### src/rtl/core/sorted_unique_id_set_assert.svh
// Assertion macros for the sorted identifier set.
`ifndef SORTED_UNIQUE_ID_SET_ASSERT_SVH
`define SORTED_UNIQUE_ID_SET_ASSERT_SVH
`ifndef ASSERT_OFF
`define SUIS_ASSERT(label, clk, rst_n, prop) \
  label: assert property (@(posedge clk) disable iff (!rst_n) prop) \
    else $error("suis assertion failed");
`define SUIS_ASSERT_ALWAYS(label, clk, prop) \
  label: assert property (@(posedge clk) prop) \
    else $error("suis assertion failed");
`else
`define SUIS_ASSERT(label, clk, rst_n, prop)
`define SUIS_ASSERT_ALWAYS(label, clk, prop)
`endif
`endif

### src/rtl/core/suis_pkg.sv
// Package: sizes, request codes and cell command type of the identifier set.
`default_nettype none
package suis_pkg;
  localparam int unsigned TABLE_DEPTH = 64;
  localparam int unsigned ID_W        = 32;
  localparam int unsigned CNT_W       = $clog2(TABLE_DEPTH + 1);
  localparam int unsigned ENTRIES_W   = 7;
  localparam int unsigned REQ_TYPE_W  = 2;

  typedef enum logic [REQ_TYPE_W-1:0] {
    REQ_INSERT = 2'd0,
    REQ_REMOVE = 2'd1,
    REQ_LOOKUP = 2'd2
  } req_type_e;

  typedef struct packed {
    logic ins_en;
    logic rem_en;
  } cell_cmd_t;
endpackage
`default_nettype wire

### src/rtl/core/suis_cell.sv
// One table cell: holds an identifier, compares it and shifts with its neighbors.
`default_nettype none
module suis_cell (
  input  wire logic                         clk_i,
  input  wire suis_pkg::cell_cmd_t          cmd_i,
  input  wire logic [suis_pkg::ID_W-1:0]    key_i,
  input  wire logic                         occ_i,
  input  wire logic                         left_slot_i,
  input  wire logic [suis_pkg::ID_W-1:0]    left_id_i,
  input  wire logic [suis_pkg::ID_W-1:0]    right_id_i,
  output logic [suis_pkg::ID_W-1:0]         id_o,
  output logic                              slot_o,
  output logic                              eq_o
);
  logic [suis_pkg::ID_W-1:0] id_q, id_d;
  logic                      id_we;

  // slot: this cell is at or after the sorted position of the key
  assign slot_o = !occ_i || (id_q >= key_i);
  assign eq_o   = occ_i && (id_q == key_i);
  assign id_o   = id_q;

  always_comb begin
    id_d  = id_q;
    id_we = 1'b0;
    if (cmd_i.ins_en && slot_o) begin
      id_we = 1'b1;
      id_d  = left_slot_i ? left_id_i : key_i;
    end else if (cmd_i.rem_en && slot_o) begin
      id_we = 1'b1;
      id_d  = right_id_i;
    end
  end

  always_ff @(posedge clk_i) begin
    if (id_we) begin
      id_q <= id_d;
    end
  end
endmodule
`default_nettype wire

### config.mk
export PLATFORM = sky130hd
export DESIGN_NAME = suis_cell
export DESIGN_NICKNAME = d
export VERILOG_FILES = /design/src/rtl/core/sorted_unique_id_set_assert.svh /design/src/rtl/core/suis_pkg.sv /design/src/rtl/core/suis_cell.sv
export SDC_FILE = /design/constraint.sdc
export NUM_CORES = 1
export LEC_CHECK = 0
export BUFFER_PORTS_ARGS = -buffer_cell sky130_fd_sc_hd__buf_2
export CELL_PAD_IN_SITES_DETAIL_PLACEMENT = 0
export CELL_PAD_IN_SITES_GLOBAL_PLACEMENT = 2
export CORE_ASPECT_RATIO = 0.6
export CORE_MARGIN = 8
export CORE_UTILIZATION = 26
export DETAILED_ROUTE_END_ITERATION = 10
export HOLD_SLACK_MARGIN = 0.1
export PLACE_DENSITY = 0.94
export SYNTH_ARGS = -nofsm -noshare
export SYNTH_HDL_FRONTEND = slang
export SYNTH_SLANG_ARGS = --single-unit
### constraint.sdc
create_clock -name clk_i -period 4.55 [get_ports clk_i]
set_input_delay 0.91 -clock clk_i [delete_from_list [all_inputs] [get_ports clk_i]]
set_output_delay 0.91 -clock clk_i [all_outputs]
set_load 0.02 [all_outputs]
Word level (Yosys, flattened, before mapping)
Index checks and enable logic that the tools add are counted.

Bits in registers: 32. Latch bits: 0. Bits in writable memories: 0. Memory bits (read-only): 0. Input port bits: 101. Output and inout bits: 34. Word-level logic and storage cells: 15. Memories: 0.

$add $sub $neg: 0. Multiply operators: 0. Div/mod/pow operators: 0. Order comparisons: 1. Eq/ne operators: 1. Shifts and indexed selects: 0. Muxes and demuxes: 5. Bitwise gates (word level): 0. Reductions and logical operators: 7.

Operators with widths (number): two-way mux 32 bit (3); == test 32 bit (1); greater-or-equal comparator 32 bit (1); logical AND 1 bit (3); two-way mux 1 bit (2); AND reduction 2 bit (1); nonzero test 2 bit (1); zero test 1 bit (1); logical OR 1 bit (1).

Logic depth before layout (Yosys ltp)
Depth in word-level cells: 6. Gate-level depth with buffers: 9. Gate-level depth less buffers: 8.

Worst setup path after synthesis
No wires, ideal clock.

Kind: input to register. Start point: input port key_i[14] (netlist bit). End point: register id_q (netlist bit id_o[0]), enable pin. Arrival: 3.770 ns. Slack: 0.348 ns. Stages on the path: 8. Buffers on the path: 0. Cells stage by stage: inv_1 -> ha_1 -> nand4_1 -> nor4_1 -> a21boi_0 -> o31ai_1 -> and2_1 -> a21oi_1.

Cells in the longest elaborated chain, start to end: 6.

RTL lines: start, declared (RTL line suis_cell.sv:6) `input wire logic [suis_pkg::ID_W-1:0] key_i,`; greater-or-equal comparator 32 bit * (RTL line suis_cell.sv:19) `assign slot_o = !occ_i || (id_q >= key_i);`; logical OR 1 bit * (RTL line suis_cell.sv:19); logical AND 1 bit (RTL line suis_cell.sv:29) `end else if (cmd_i.rem_en && slot_o) begin`; two-way mux 1 bit (RTL line suis_cell.sv:29); two-way mux 1 bit (RTL line suis_cell.sv:26) `if (cmd_i.ins_en && slot_o) begin`; AND reduction 2 bit (no source line) *; end signal, assigned (RTL line suis_cell.sv:37) `id_q <= id_d;`; end, declared (RTL line suis_cell.sv:15) `logic [suis_pkg::ID_W-1:0] id_q, id_d;`.

Every way passes the cells marked *; elsewhere a longest branch is shown, timed or not. A chain may end at the register's enable or synchronous reset.

Worst setup path in the final report
Start point: input port key_i[14] (netlist bit). End point: output port slot_o.

Cells in the longest elaborated chain, start to end: 2.

RTL lines: greater-or-equal comparator 32 bit (RTL line suis_cell.sv:19); logical OR 1 bit (RTL line suis_cell.sv:19); end, declared (RTL line suis_cell.sv:12) `output logic slot_o,`.

No other way between the ends.

==> results.txt <==
The tree is rooted in a sky130_fd_sc_hd__clkbuf_16. The number of antenna violations at the first check in global routing came out at 0. The clock tree skew after final layout is 6.93 ps. The post-CTS setup-driven buffer insertion count is 0. The area occupied by multi-input gates is 0.00140 mm^2.

The number of antenna diodes in the final layout is 0. The H-tree depth reported by CTS came out at 2. STA classifies the critical path endpoint as an output port. The cell count after synthesis is 260. The upper clock frequency limit came out at 267 MHz. At the worst endpoint, the required time is 3640 ps. Counting cells, the worst reg-to-reg path comes to 8. The sum of net half-perimeters after detailed placement is 6.58 mm.

The CTS tree is done. The final sum of negative setup slack came out at 0 ps. The total setup violations reported at the end of the flow is 0. The number of instances in the placed design is 523. The largest net degree at the start of global routing came out at 64.

The number of cells in the finished layout apart from fillers is 531. The DRC violation count after routing is 0. In this run, the number of DRC markers left after iteration 0 of detailed routing was 45. Routability-driven placement finished with a final weighted congestion of 0.741. The per-instance average area after synthesis came out at 9.77 um^2. The summed area of non-filler cells in the final layout is 0.00353 mm^2. The clock passes through at most 2 buffers. The first detailed-routing pass took 4 iterations.

The number of flops mapped to enable cells by yosys came out at 32. The chip height is 92.6 um. The global-route wire length before repair came out at 12.6 mm.

Compared with the post-synthesis result, the final layout area differs by 38.7%. Summing internal, switching and leakage power gives 1.14 mW. The register with the most flip-flops in the layout has 32 of them. The final critical path time including I/O delays and setup came out at 3740 ps. The most numerous cell in the Yosys netlist is sky130_fd_sc_hd__nand2_1. Pin placement for this block handled 135 I/O pins.

In the final routed layout, each cell accounts on average for 14.9 um. In the synthesized netlist the async set-or-reset flop fraction comes to 0%. The power density over cell area came out at 323 mW/mm^2. Setup repair after global routing left no endpoint under its margin. The row count came out at 28. The total of cells resized after clock tree synthesis is 0.

The post-synthesis cell type count is 30. The arrival time of the worst setup path is 2830 ps. After synthesis, the cell types taking the most area are sky130_fd_sc_hd__edfxtp_1 (38%), sky130_fd_sc_hd__ha_1 (16%), sky130_fd_sc_hd__mux2_2 (13%). The register bit count reported by yosys came out at 32. The count of hold buffers inserted by post-cts repair came out at 0.

The leading register cell type out of synthesis is sky130_fd_sc_hd__edfxtp_1. The classification of the worst-slack hold path is input port to flip-flop. The analysis attributes to cell leakage a power of 1.72 nW. Headroom to the max-slew limit came out at 37.1%.

The biggest area contributor in the post-synthesis netlist is sky130_fd_sc_hd__edfxtp_1. The filler cell count is 1053. Using the TritonRoute via totals, the vias-per-cell ratio works out to 4.33.

After floorplanning, the core was sized to cover 0.00967 mm^2. The post-synthesis cell area is 0.00254 mm^2. The proportion of netlist area held by the largest area contributor came out at 37.8%.

The worst slack on hold paths came out at 919 ps. The worst setup path is of the input port to output port kind. The maximum fanout count along the critical path came out at 3. The clock reaches the later pin of the worst-skew pair after 280 ps. The number of maximum-capacitance violations came out at 0. The sequential share of the synthesized area is 37.8%. The total cell area at the placement stage is 0.00336 mm^2. The final net count is 528. The final hold violation count is 0. The total number of yosys warnings is 0. Summed over all layers, the global routing overflow is 0. The number of nets still failing antenna checks after routing is 0. Clock-pin slew was measured on the worst setup and hold paths at 60 ps. The clock sink total came out at 32. The transition time at the pin with the least slew margin came out at 944 ps. The initial core utilization is 26.3%. The via count of the first global-routing pass came to 2456. The worst-case IR drop observed on VDD is 117 uV.

Once layout is complete, the utilization of the core stands at 36.5%. The max-slew violation count is 0. The commonest cells after synthesis are sky130_fd_sc_hd__nand2_1 (41), sky130_fd_sc_hd__inv_1 (35), sky130_fd_sc_hd__o21ai_0 (34). The number of nets handed over by synthesis was 393. Cells with a size suffix above 1 make up 45.2% of the layout. The pre-CTS setup slack is 791 ps. The instance count along the most critical hold path came out at 2. The count of port buffers added during placement is 134. The run finished with clean final reports. The total routed wirelength came out at 7.89 mm. The final worst setup slack is 807 ps.

The width of the chip came out at 144 um. Across all layers, the routed design uses 2299 vias. The global router's overall resource usage came out at 11.8%. The sequential standard cell area came out at 961 um^2. The die covers 0.0133 mm^2. The number of clock buffers inserted by TritonCTS is 5.

STA classifies the critical path startpoint as an input port. Of the available clock period, the critical path in the final layout requires 82.3%.
-- per-layer routing --
layer / up-vias / GRT usage [%] / share of wire (%)
li1: 1196 / - / -
met1: 1025 / 16.0 / 50
met2: 74 / 17.1 / 41
met4: 0 / 3.48 / 0.81
met3: 4 / 4.67 / 8.5
met5: - / 0 / 0
-- power breakdown --
| part | internal (mW) | leakage [nW] | switching, mW |
|---|---|---|---|
| clock network | 0.257 | 0.0808 | 0.121 |
| registers | 0.382 | 0.316 | 0.0214 |
| logic | 0.152 | 1.32 | 0.204 |
| total | 0.792 | 1.72 | 0.347 |
-- path summary, 6_finish.rpt --
| check | end | slack (ps) | startpoint |
|---|---|---|---|
| setup / recovery | slot_o | 810 | key_i[14] |
| hold / removal | id_o[26] | 920 | right_id_i[26] |
| setup reg to reg | id_o[18] | 1640 | id_o[14] |
| hold reg to reg | id_o[26] | 1320 | id_o[15] |
-- placed cells by master, fill, tap and decap left out, types with 4 or more instances in the layout --
cell type and instances:
sky130_fd_sc_hd__inv_1 35, sky130_fd_sc_hd__mux2_2 30, sky130_fd_sc_hd__o21ai_0 34, sky130_fd_sc_hd__buf_4 4, sky130_fd_sc_hd__ha_1 32, sky130_fd_sc_hd__a21oi_1 12, sky130_fd_sc_hd__buf_2 134, sky130_fd_sc_hd__edfxtp_1 32
sky130_fd_sc_hd__nand4_1 5, sky130_fd_sc_hd__nand2_1 41, sky130_fd_sc_hd__clkbuf_16 5
-- final cells by class --
class | count | area share [%]
flip-flops and latches | 32 | 27.3
clock buffers | 6 | 3.66
inverters | 35 | 3.73
well taps | 135 | 4.79
repair buffers | 138 | 19.9
clock inverters | 2 | 0.994
multi-input cells | 183 | 39.7
-- worst max-delay path, stage by stage --
cell and delay (ps):
sky130_fd_sc_hd__buf_2 80, sky130_fd_sc_hd__inv_1 50, sky130_fd_sc_hd__ha_1 320, sky130_fd_sc_hd__nand4_1 190, sky130_fd_sc_hd__nor4_1 420, sky130_fd_sc_hd__a21boi_0 260, sky130_fd_sc_hd__o31ai_1 140, sky130_fd_sc_hd__and2_1 230
sky130_fd_sc_hd__nand2_1 80, sky130_fd_sc_hd__buf_2 170
-- logic make-up (layout without fill, tap and decap cells) --
logic type      after synthesis  count (layout)  synth area share, %
fa+ha+maj                    32              32                 15.8
compound gates               56              56                 12.6
mux                          33              33                 14.6
flops                        32              32                 37.8
buf+inv                      45             181                 7.53
simple gates                 62              62                 11.7
Note: power is estimated with default switching activity, not from simulation.
